--- config.mk ---
export PLATFORM = sky130hd
export DESIGN_NAME = swept_box_collision_time
export DESIGN_NICKNAME = d
export VERILOG_FILES = /design/src/swbox_pkg.sv /design/src/swept_box_collision_time.sv
export VERILOG_INCLUDE_DIRS = /design/src /design/src/src
export SDC_FILE = /design/constraint.sdc
export NUM_CORES = 2
export LEC_CHECK = 0
export BUFFER_PORTS_ARGS = -buffer_cell sky130_fd_sc_hd__buf_4
export CAP_MARGIN = 40
export CORE_AREA = 2 2 305 382
export DETAILED_ROUTE_END_ITERATION = 7
export DIE_AREA = 0 0 307 384
export GPL_TIMING_DRIVEN = 0
export PLACE_DENSITY = 0.76
export SLEW_MARGIN = 40
export SYNTH_ARGS = -nofsm -noshare
export SYNTH_HDL_FRONTEND = slang
export SYNTH_SLANG_ARGS = --single-unit
--- constraint.sdc ---
create_clock -name aclk -period 23.5 [get_ports aclk]
set_input_delay 4.7 -clock aclk [delete_from_list [all_inputs] [get_ports aclk]]
set_output_delay 4.7 -clock aclk [all_outputs]
set_load 0.05 [all_outputs]
--- src/assert_macros.svh ---
// ----------------------------------------------------------------------------
// assert_macros.svh
// shared assertion macros, clocked on aclk and disabled while in reset
// ----------------------------------------------------------------------------
`ifndef ASSERT_MACROS_SVH
`define ASSERT_MACROS_SVH

// implication that must hold at every edge out of reset
`define ASSERT_IMPLY(label, cond, prop, msg) \
    label: assert property (@(posedge aclk) disable iff (!aresetn) (cond) |-> (prop)) \
        else $error(msg);

// condition at one edge that demands a past condition
`define ASSERT_PAST(label, cond, past_cond, msg) \
    label: assert property (@(posedge aclk) disable iff (!aresetn) \
        (cond) |-> $past(past_cond)) else $error(msg);

`endif

--- src/swbox_pkg.sv ---
// ----------------------------------------------------------------------------
// swbox_pkg
// shared types and constants for the swept box collision timer
// ----------------------------------------------------------------------------
`timescale 1ns / 1ps

package swbox_pkg;

    localparam int COORD_BITS_DEF = 32;
    localparam int FRAC_BITS_DEF  = 16;

    localparam int STEP_BITS      = 13;
    localparam int HIT_STEP_BITS  = 12;
    localparam int SEL_BITS       = 3;

    localparam logic [STEP_BITS-1:0] STEP_RESET = 13'd16;
    localparam logic [STEP_BITS-1:0] STEP_MAX   = 13'd4096;
    localparam logic [STEP_BITS-1:0] STEP_MIN   = 13'd1;

    // divide order: first box motion x, y, z then second box motion x, y, z
    localparam logic [SEL_BITS-1:0] SEL_A_X = 3'd0;
    localparam logic [SEL_BITS-1:0] SEL_A_Y = 3'd1;
    localparam logic [SEL_BITS-1:0] SEL_A_Z = 3'd2;
    localparam logic [SEL_BITS-1:0] SEL_B_X = 3'd3;
    localparam logic [SEL_BITS-1:0] SEL_B_Y = 3'd4;
    localparam logic [SEL_BITS-1:0] SEL_B_Z = 3'd5;

    // first box store layout
    localparam int FB_POS_X  = 0;
    localparam int FB_POS_Y  = 1;
    localparam int FB_POS_Z  = 2;
    localparam int FB_SIZE_W = 3;
    localparam int FB_SIZE_H = 4;
    localparam int FB_SIZE_D = 5;
    localparam int FB_MOVE_X = 6;
    localparam int FB_MOVE_Y = 7;
    localparam int FB_MOVE_Z = 8;
    localparam int FB_FIELDS = 9;

    typedef enum logic [5:0] {
        ST_IDLE = 6'b000001,
        ST_DIV  = 6'b000010,
        ST_ADV  = 6'b000100,
        ST_TEST = 6'b001000,
        ST_FRAC = 6'b010000,
        ST_OUT  = 6'b100000
    } state_t;

endpackage

--- src/swept_box_collision_time.sv ---
// first box request: stored when accepted while idle, no result
// second box request: six motion divides, an advance of both boxes, then test steps up to the
//   step count, a fraction divide on a hit, then the output state
// DW = max(COORD_BITS, 12 + FRAC_BITS); all divides run on one bit-serial divider
// synchronous active-low reset clears control and step_count (16); first box store undefined
// ----------------------------------------------------------------------------
// swept_box_collision_time
// steps two moving boxes and reports the first overlapping sub-step
// ----------------------------------------------------------------------------
`timescale 1ns / 1ps
`include "assert_macros.svh"

module swept_box_collision_time
    import swbox_pkg::*;
#(
    parameter int COORD_BITS = COORD_BITS_DEF,
    parameter int FRAC_BITS  = FRAC_BITS_DEF
) (
    input  logic                         aclk,
    input  logic                         aresetn,

    input  logic                         cfg_we,
    input  logic [STEP_BITS-1:0]         cfg_wdata,

    input  logic                         s_valid,
    output logic                         s_ready,
    input  logic                         s_second_box,
    input  logic signed [COORD_BITS-1:0] s_pos_x,
    input  logic signed [COORD_BITS-1:0] s_pos_y,
    input  logic signed [COORD_BITS-1:0] s_pos_z,
    input  logic signed [COORD_BITS-1:0] s_size_w,
    input  logic signed [COORD_BITS-1:0] s_size_h,
    input  logic signed [COORD_BITS-1:0] s_size_d,
    input  logic signed [COORD_BITS-1:0] s_move_x,
    input  logic signed [COORD_BITS-1:0] s_move_y,
    input  logic signed [COORD_BITS-1:0] s_move_z,

    output logic                         m_valid,
    input  logic                         m_ready,
    output logic                         m_hit,
    output logic [HIT_STEP_BITS-1:0]     m_hit_step,
    output logic [FRAC_BITS:0]           m_hit_fraction
);

    localparam int POS_W = COORD_BITS + 2;
    localparam int DW    = (COORD_BITS > HIT_STEP_BITS + FRAC_BITS) ?
                           COORD_BITS : HIT_STEP_BITS + FRAC_BITS;
    localparam int CNT_W = $clog2(DW + 1);
    localparam logic [FRAC_BITS:0] FRAC_ONE = {1'b1, {FRAC_BITS{1'b0}}};

    state_t state_reg, state_next;

    logic [STEP_BITS-1:0]         step_count_reg;
    logic [STEP_BITS-1:0]         steps_reg;
    logic [STEP_BITS-1:0]         steps_clamped;

    logic [COORD_BITS-1:0]        first_box_reg [FB_FIELDS];
    logic [COORD_BITS-1:0]        b_size_reg [3];
    logic [COORD_BITS-1:0]        b_move_reg [3];
    logic [COORD_BITS-1:0]        mv_reg [6];
    logic signed [POS_W-1:0]      pos_reg [6];

    logic [SEL_BITS-1:0]          div_sel_reg;
    logic [SEL_BITS-1:0]          src_idx;
    logic [COORD_BITS-1:0]        src_move;
    logic [COORD_BITS-1:0]        src_mag;
    logic [DW-1:0]                div_num_reg;
    logic [STEP_BITS-1:0]         div_rem_reg;
    logic                         div_neg_reg;
    logic [CNT_W-1:0]             div_cnt_reg;
    logic [STEP_BITS:0]           rem_sh;
    logic [STEP_BITS:0]           rem_new;
    logic                         q_bit;
    logic [COORD_BITS-1:0]        quot;
    logic [COORD_BITS-1:0]        mv_val;
    logic                         div_done;

    logic [HIT_STEP_BITS-1:0]     f_reg;
    logic                         last_step;
    logic                         overlap;
    logic                         res_hit_reg;

    logic signed [POS_W-1:0]      a_w, a_h, a_d, b_w, b_h, b_d;

    logic                         m_valid_reg;
    logic                         m_hit_reg;
    logic [HIT_STEP_BITS-1:0]     m_hit_step_reg;
    logic [FRAC_BITS:0]           m_hit_fraction_reg;
    logic                         out_load;
    logic                         in_req;

    assign s_ready        = (state_reg == ST_IDLE);
    assign in_req         = s_valid && s_ready;
    assign m_valid        = m_valid_reg;
    assign m_hit          = m_hit_reg;
    assign m_hit_step     = m_hit_step_reg;
    assign m_hit_fraction = m_hit_fraction_reg;

    always_comb begin
        if (step_count_reg == '0) begin
            steps_clamped = STEP_MIN;
        end else if (step_count_reg > STEP_MAX) begin
            steps_clamped = STEP_MAX;
        end else begin
            steps_clamped = step_count_reg;
        end
    end

    // divider operand source
    assign src_idx = (state_reg == ST_IDLE) ? SEL_A_X : div_sel_reg + 1'b1;

    always_comb begin
        unique case (src_idx)
            SEL_A_X: src_move = first_box_reg[FB_MOVE_X];
            SEL_A_Y: src_move = first_box_reg[FB_MOVE_Y];
            SEL_A_Z: src_move = first_box_reg[FB_MOVE_Z];
            SEL_B_X: src_move = b_move_reg[0];
            SEL_B_Y: src_move = b_move_reg[1];
            SEL_B_Z: src_move = b_move_reg[2];
            default: src_move = '0;
        endcase
    end

    assign src_mag = src_move[COORD_BITS-1] ? (~src_move + 1'b1) : src_move;

    // shared restoring divider, one quotient bit per cycle
    assign rem_sh   = {div_rem_reg, div_num_reg[DW-1]};
    assign q_bit    = (rem_sh >= {1'b0, steps_reg});
    assign rem_new  = q_bit ? (rem_sh - {1'b0, steps_reg}) : rem_sh;
    assign div_done = (div_cnt_reg == '0);
    assign quot     = div_num_reg[COORD_BITS-1:0];
    assign mv_val   = div_neg_reg ? (~quot + 1'b1) : quot;

    // overlap test, height and depth extend downward
    assign a_w = {{(POS_W-COORD_BITS){first_box_reg[FB_SIZE_W][COORD_BITS-1]}},
                  first_box_reg[FB_SIZE_W]};
    assign a_h = {{(POS_W-COORD_BITS){first_box_reg[FB_SIZE_H][COORD_BITS-1]}},
                  first_box_reg[FB_SIZE_H]};
    assign a_d = {{(POS_W-COORD_BITS){first_box_reg[FB_SIZE_D][COORD_BITS-1]}},
                  first_box_reg[FB_SIZE_D]};
    assign b_w = {{(POS_W-COORD_BITS){b_size_reg[0][COORD_BITS-1]}}, b_size_reg[0]};
    assign b_h = {{(POS_W-COORD_BITS){b_size_reg[1][COORD_BITS-1]}}, b_size_reg[1]};
    assign b_d = {{(POS_W-COORD_BITS){b_size_reg[2][COORD_BITS-1]}}, b_size_reg[2]};

    assign overlap = (pos_reg[3] < pos_reg[0] + a_w) &&
                     (pos_reg[3] + b_w > pos_reg[0]) &&
                     (pos_reg[4] + b_h < pos_reg[1]) &&
                     (pos_reg[4] > pos_reg[1] + a_h) &&
                     (pos_reg[5] > pos_reg[2] + a_d) &&
                     (pos_reg[5] + b_d < pos_reg[2]);

    assign last_step = ({1'b0, f_reg} == steps_reg - 1'b1);
    assign out_load  = (state_reg == ST_OUT) && (!m_valid_reg || m_ready);

    always_comb begin
        state_next = state_reg;
        unique case (state_reg)
            ST_IDLE: begin
                if (in_req && s_second_box) begin
                    state_next = ST_DIV;
                end
            end
            ST_DIV: begin
                if (div_done && div_sel_reg == SEL_B_Z) begin
                    state_next = ST_ADV;
                end
            end
            ST_ADV: begin
                state_next = ST_TEST;
            end
            ST_TEST: begin
                if (overlap) begin
                    state_next = ST_FRAC;
                end else if (last_step) begin
                    state_next = ST_OUT;
                end
            end
            ST_FRAC: begin
                if (div_done) begin
                    state_next = ST_OUT;
                end
            end
            ST_OUT: begin
                if (out_load) begin
                    state_next = ST_IDLE;
                end
            end
            default: state_next = ST_IDLE;
        endcase
    end

    always_ff @(posedge aclk) begin
        if (!aresetn) begin
            state_reg      <= ST_IDLE;
            step_count_reg <= STEP_RESET;
            m_valid_reg    <= 1'b0;
        end else begin
            state_reg <= state_next;
            if (cfg_we) begin
                step_count_reg <= cfg_wdata;
            end
            if (out_load) begin
                m_valid_reg <= 1'b1;
            end else if (m_ready) begin
                m_valid_reg <= 1'b0;
            end
        end
    end

    always_ff @(posedge aclk) begin
        unique case (state_reg)
            ST_IDLE: begin
                if (in_req && !s_second_box) begin
                    first_box_reg[FB_POS_X]  <= s_pos_x;
                    first_box_reg[FB_POS_Y]  <= s_pos_y;
                    first_box_reg[FB_POS_Z]  <= s_pos_z;
                    first_box_reg[FB_SIZE_W] <= s_size_w;
                    first_box_reg[FB_SIZE_H] <= s_size_h;
                    first_box_reg[FB_SIZE_D] <= s_size_d;
                    first_box_reg[FB_MOVE_X] <= s_move_x;
                    first_box_reg[FB_MOVE_Y] <= s_move_y;
                    first_box_reg[FB_MOVE_Z] <= s_move_z;
                end
                if (in_req && s_second_box) begin
                    steps_reg     <= steps_clamped;
                    b_size_reg[0] <= s_size_w;
                    b_size_reg[1] <= s_size_h;
                    b_size_reg[2] <= s_size_d;
                    b_move_reg[0] <= s_move_x;
                    b_move_reg[1] <= s_move_y;
                    b_move_reg[2] <= s_move_z;
                    pos_reg[0] <= {{(POS_W-COORD_BITS){first_box_reg[FB_POS_X][COORD_BITS-1]}},
                                   first_box_reg[FB_POS_X]};
                    pos_reg[1] <= {{(POS_W-COORD_BITS){first_box_reg[FB_POS_Y][COORD_BITS-1]}},
                                   first_box_reg[FB_POS_Y]};
                    pos_reg[2] <= {{(POS_W-COORD_BITS){first_box_reg[FB_POS_Z][COORD_BITS-1]}},
                                   first_box_reg[FB_POS_Z]};
                    pos_reg[3] <= {{(POS_W-COORD_BITS){s_pos_x[COORD_BITS-1]}}, s_pos_x};
                    pos_reg[4] <= {{(POS_W-COORD_BITS){s_pos_y[COORD_BITS-1]}}, s_pos_y};
                    pos_reg[5] <= {{(POS_W-COORD_BITS){s_pos_z[COORD_BITS-1]}}, s_pos_z};
                    div_sel_reg <= SEL_A_X;
                    div_num_reg <= DW'(src_mag);
                    div_neg_reg <= src_move[COORD_BITS-1];
                    div_rem_reg <= '0;
                    div_cnt_reg <= CNT_W'(DW);
                    f_reg       <= '0;
                    res_hit_reg <= 1'b0;
                end
            end
            ST_DIV: begin
                if (!div_done) begin
                    div_num_reg <= {div_num_reg[DW-2:0], q_bit};
                    div_rem_reg <= rem_new[STEP_BITS-1:0];
                    div_cnt_reg <= div_cnt_reg - 1'b1;
                end else begin
                    mv_reg[div_sel_reg] <= mv_val;
                    div_sel_reg <= div_sel_reg + 1'b1;
                    div_num_reg <= DW'(src_mag);
                    div_neg_reg <= src_move[COORD_BITS-1];
                    div_rem_reg <= '0;
                    div_cnt_reg <= CNT_W'(DW);
                end
            end
            ST_ADV: begin
                for (int i = 0; i < 6; i++) begin
                    pos_reg[i] <= pos_reg[i] +
                        {{(POS_W-COORD_BITS){mv_reg[i][COORD_BITS-1]}}, mv_reg[i]};
                end
            end
            ST_TEST: begin
                for (int i = 0; i < 6; i++) begin
                    pos_reg[i] <= pos_reg[i] +
                        {{(POS_W-COORD_BITS){mv_reg[i][COORD_BITS-1]}}, mv_reg[i]};
                end
                if (overlap) begin
                    res_hit_reg <= 1'b1;
                    div_num_reg <= DW'({f_reg, {FRAC_BITS{1'b0}}});
                    div_neg_reg <= 1'b0;
                    div_rem_reg <= '0;
                    div_cnt_reg <= CNT_W'(DW);
                end else if (!last_step) begin
                    f_reg <= f_reg + 1'b1;
                end
            end
            ST_FRAC: begin
                if (!div_done) begin
                    div_num_reg <= {div_num_reg[DW-2:0], q_bit};
                    div_rem_reg <= rem_new[STEP_BITS-1:0];
                    div_cnt_reg <= div_cnt_reg - 1'b1;
                end
            end
            ST_OUT: begin
                if (out_load) begin
                    m_hit_reg          <= res_hit_reg;
                    m_hit_step_reg     <= res_hit_reg ? f_reg : '0;
                    m_hit_fraction_reg <= res_hit_reg ? div_num_reg[FRAC_BITS:0] : FRAC_ONE;
                end
            end
            default: begin
            end
        endcase
    end

    `ASSERT_PAST(a_result_from_out, $rose(m_valid_reg), state_reg == ST_OUT, "result without output state")
    `ASSERT_IMPLY(a_miss_fields, m_valid_reg && !m_hit_reg, m_hit_step_reg == '0 && m_hit_fraction_reg == FRAC_ONE, "miss result fields wrong")
    `ASSERT_IMPLY(a_hit_fraction, m_valid_reg && m_hit_reg, m_hit_fraction_reg < FRAC_ONE, "hit fraction out of range")
    `ASSERT_IMPLY(a_div_count, state_reg == ST_DIV || state_reg == ST_FRAC, div_cnt_reg <= CNT_W'(DW), "divider count overrun")
    `ASSERT_IMPLY(a_step_bound, state_reg == ST_TEST, {1'b0, f_reg} < steps_reg, "sub-step beyond step count")

endmodule

== Yosys cells after proc, flatten, opt, wreduce, memory -nomap -nowiden ==
Memories as Yosys holds them, arrays and structs flattened.
Index checks and enable logic that the tools add are counted.

* Bits in writable memories: 876
* Bits in registers: 131
* Memories: 5

* Eq/ne operators: 23
* Reduce and logical (&&, ||, !) cells: 30
* Order comparisons: 8
* Multiplexer cells: 69
* Bitwise logic cells: 14
* Add/sub/neg operators: 19

{| class="wikitable"
|+ Memory list
! memory !! depth !! width !! read ports !! clocked after Yosys merged registers in !! wr ports !! line !! RTL
|-
| first_box_reg || 9 || 32 || 9 || 0 || 9 || swept_box_collision_time.sv:57 || <nowiki>logic [COORD_BITS-1:0] first_box_reg [FB_FIELDS];</nowiki>
|-
| pos_reg || 6 || 34 || 6 || 0 || 6 || swept_box_collision_time.sv:61 || <nowiki>logic signed [POS_W-1:0] pos_reg [6];</nowiki>
|-
| mv_reg || 6 || 32 || 6 || 0 || 1 || swept_box_collision_time.sv:60 || <nowiki>logic [COORD_BITS-1:0] mv_reg [6];</nowiki>
|-
| b_move_reg || 3 || 32 || 3 || 0 || 3 || swept_box_collision_time.sv:59 || <nowiki>logic [COORD_BITS-1:0] b_move_reg [3];</nowiki>
|-
| b_size_reg || 3 || 32 || 3 || 0 || 3 || swept_box_collision_time.sv:58 || <nowiki>logic [COORD_BITS-1:0] b_size_reg [3];</nowiki>
|}

{| class="wikitable"
|+ Operators by type and width
! cell !! count
|-
| 2-to-1 mux 34 bit || 12
|-
| adder 34 x 32 -> 34 bit || 6
|-
| adder 34 bit || 6
|-
| 2-to-1 mux 32 bit || 6
|-
| case mux 32 bit (6 select lines) || 1
|-
| case mux 32 bit (4 select lines) || 1
|-
| greater-than comparator 34 bit || 3
|-
| < comparator 34 bit || 3
|-
| 2-to-1 mux 13 bit || 6
|-
| adder 32 x 1 -> 32 bit (second input constant) || 2
|-
| NOT 32 bit || 2
|-
| 2-to-1 mux 6 bit || 10
|-
| case mux 13 bit (4 select lines) || 1
|-
| 2-to-1 mux 12 bit || 3
|-
| case mux 6 bit (6 select lines) || 1
|-
| case mux 12 bit (2 select lines) || 1
|-
| case mux 6 bit (4 select lines) || 1
|-
| 2-to-1 mux 1 bit || 20
|-
| != test 2 bit (second input constant) || 8
|-
| greater-or-equal comparator 14 x 13 -> 1 bit || 1
|-
| equality test 12 x 13 -> 1 bit || 1
|-
| greater-than comparator 13 bit (second input constant) || 1
|-
| logical NOT 13 bit || 1
|-
| subtractor 13 x 1 -> 13 bit (second input constant) || 1
|-
| 33 further kinds || 65
|}

== Longest topological paths before layout ==
An unclocked memory read counts as a cell.

* Word-level depth: 10
* Depth in mapped cells: 24
* Depth with buffers taken out: 24

== Worst setup path before layout ==
No wires, ideal clock.

* Path kind: input-to-reg
* From: input port s_valid
* To: memory first_box_reg[0][0] (netlist name) (enable)
* Buffers on the path: 0
* Cell stages on the path: 2
* Path slack: 5880 ps
* Arrival: 16678 ps
* Data required time: 22558 ps
* Library setup time: 942 ps
* Path through: nand2_1 nor2_1

{| class="wikitable"
|+ RTL lines
! item !! line !! RTL
|-
| start: declaration || swept_box_collision_time.sv:25 || <nowiki>input logic s_valid,</nowiki>
|-
| end: declaration || swept_box_collision_time.sv:57 ||
|}

==> flow_summary.json <==
{
  "syn_to_final_growth_pct": 15.1,
  "place.port_buffers": 337,
  "gr-usage-all-layers": 0.303,
  "slew_headroom": 0.373,
  "final_hold_viol_count": 0,
  "p_leak_nw": 28.7,
  "tns_ns": 0,
  "fin_crit_sh": 0.345,
  "avgSynthCellArea_um2": 11.1,
  "dieArea_mm2": 0.118,
  "powerDensity_mw_per_mm2": 107,
  "cp_max_fo": 12,
  "cts_setup_buffers": 0,
  "nets": 6971,
  "synthFlopType": "edfxtp_1",
  "ir_drop_mv": 0.101,
  "grt_pass1_wl_um": 269000,
  "clk_latency_ns": 0.79,
  "slew_viol_final": 0,
  "drt-initial-drc-count": 4283,
  "ys_ff_latch": 1007,
  "ys_types": 97,
  "largest_reg_flops": 288,
  "firstDrtPassIters": 7,
  "ctsResizeCount": 0,
  "ios": 339,
  "num_rows": 139,
  "clock.fmax_mhz": 123,
  "drive_gt1_frac": 0.119,
  "start_kind": "flop",
  "synthesis.nets": 6456,
  "htree_levels": 3,
  "core_area_mm2": 0.114,
  "outcome": "finished clean",
  "clock_sinks": 1007,
  "via_per_inst": 6.18,
  "ant_nets": 0,
  "cts_hold_buf": 0,
  "tightest_slew_ns": 0.934,
  "die_w_um": 307,
  "global_route.usage.met1": 0.375,
  "crit_arrival_ns": 8.59,
  "grt_use_met3": 0.0543,
  "grt_use_met2": 0.504,
  "ys_warn_count": 0,
  "required_ns": 23.98,
  "cts_tree": "done",
  "cts_made_buffers": 101,
  "avgRoutedWirePerCell_um": 23.8,
  "clockRootBuffer": "clkbuf_16",
  "start_util": 0.535,
  "gp_congestion": 0.942,
  "routed_wl_um": 181000,
  "pre_cts_ws_ns": 15.41,
  "grt_max_degree": 75,
  "clk_pin_slew_ns": 0.06,
  "drv_cap": 0,
  "rsz0062_at_grt": "no",
  "antenna_found_initial": 12,
  "grt_pass1_vias": 46000,
  "hp-class": "reg2reg",
  "busiest_layer": "met2",
  "hpwl_um": 141000,
  "die_h_um": 384,
  "drc_errors": 0,
  "cp-end-kind": "flop",
  "finalWorstSetupSlack_ns": 15.39,
  "synth_edf_count": 987,
  "setup_viol": 0,
  "fin_worst_skew_ns": 0.0746,
  "layout_common_cells": "edfxtp_1, ha_1, nand2_1",
  "syn_inst": 5519,
  "period_minus_slack_ns": 8.11,
  "grt.overflow.total": 0,
  "ys_async_sr_fraction": 0,
  "criticalPathCategory": "reg2reg",
  "ys_seq_area_frac": 0.491,
  "synth_area_mm2": 0.0612,
  "dr_total_vias": 47000,
  "cts_max_path_buffers": 3,
  "final_common_cell": "edfxtp_1"
}
## worst max-delay path, stage by stage (launching register included)
cell and delay [ns]:
edfxtp_1 0.50, ha_1 0.41, or4_1 0.50, o21ai_0 0.14
a211oi_1 0.15, o211ai_1 0.39, a21oi_1 0.21, or3_1 0.42
a21o_1 0.20, a21oi_1 0.17, xor2_1 0.10, ha_1 0.30
nand4_1 0.10, nor2_1 0.32, and3_1 0.49, nor4b_2 0.57
a211oi_1 0.22, o211ai_1 0.42, o31ai_1 0.18, nor4_2 0.54
buf_4 0.28, a21oi_1 0.13, a211oi_4 0.46, buf_6 0.23
buf_4 0.23, buf_6 0.19
## where the power goes
part	switching [W]	total, W	internal (W)	leakage (nW)
Sequential	0.000232	0.00266	0.00243	9.26
Combinational	0.00196	0.00317	0.00122	17.8
Clock	0.000751	0.00170	0.000948	1.66
## metal layers
metal | vias up | share of wire
li1 | 22000 | -
met4 | 18 | 0.061
met3 | 458 | 0.086
met2 | 2049 | 0.47
met1 | 22500 | 0.38
met5 | - | 0.00074
## synth_stat cells (36+ instances only)
master	n	area (um2)
a211oi_1	57	428
a21o_1	239	1790
a21oi_1	383	1920
a31oi_1	46	288
and2_1	47	294
and3_1	41	257
clkbuf_1	88	330
edfxtp_1	987	29600
ha_1	617	7720
inv_1	244	916
mux2i_1	66	661
nand2_1	467	1750
nand2b_1	69	432
nand3_1	113	566
nand4_1	66	413
nor2_1	282	1060
nor2b_1	65	407
nor3_1	94	470
o211ai_1	36	270
o21a_1	68	510
o21ai_0	425	2130
o21bai_1	42	315
o31ai_1	52	390
xnor2_1	238	2080
xor2_1	193	1690
## logic make-up after synthesis
| group | synth area share |
|---|---|
| and+or+nand+nor | 0.111 |
| buffers and inverters | 0.0231 |
| DFF | 0.491 |
| adders and majority gates | 0.130 |
| xor gates and xnor gates | 0.0624 |
| muxes | 0.0154 |
| AOI/OAI and AO/OA | 0.167 |
## through the flow
stage | power, W | area [um2] | hold slack (ns) | instances | util
2_1_floorplan | 0.00466 | 61200 | 0.446 | 5519 | -
3_3_place_gp | 0.00566 | 65600 | 0.481 | 7336 | 0.573
3_5_place_dp | 0.00578 | 67000 | 0.496 | 7410 | 0.585
4_1_cts | 0.00749 | 70400 | 0.508 | 7596 | 0.615
5_1_grt | 0.00790 | 70400 | 0.532 | 7599 | 0.616
6_report | 0.00753 | 70400 | 0.509 | 7599 | 0.616
## cell type report
type / instances / area, um2
fill: 9132 / 44000
timing repair buffer: 412 / 3540
inverter: 248 / 940
sequential: 1007 / 30000
buffer: 115 / 500
clock buffer: 115 / 2600
antenna: 2 / 5.00
tap: 1480 / 1850
multi-input combinational: 4149 / 30100
clock inverter: 71 / 845
## path summary, 6_finish.rpt
check,depth (start not counted),endpoint,slack (ns),from
worst min-delay path,2,pos_reg[0][15]$_DFFE_PP_,0.51,first_box_reg[0][15]$_DFFE_PP_
worst max register to register,25,div_num_reg[4]$_DFFE_PP_,15.39,pos_reg[2][4]$_DFFE_PP_
worst min register to register,2,pos_reg[0][15]$_DFFE_PP_,0.51,first_box_reg[0][15]$_DFFE_PP_
worst max-delay path,25,div_num_reg[4]$_DFFE_PP_,15.39,pos_reg[2][4]$_DFFE_PP_
(Power assumes the default switching activity.)
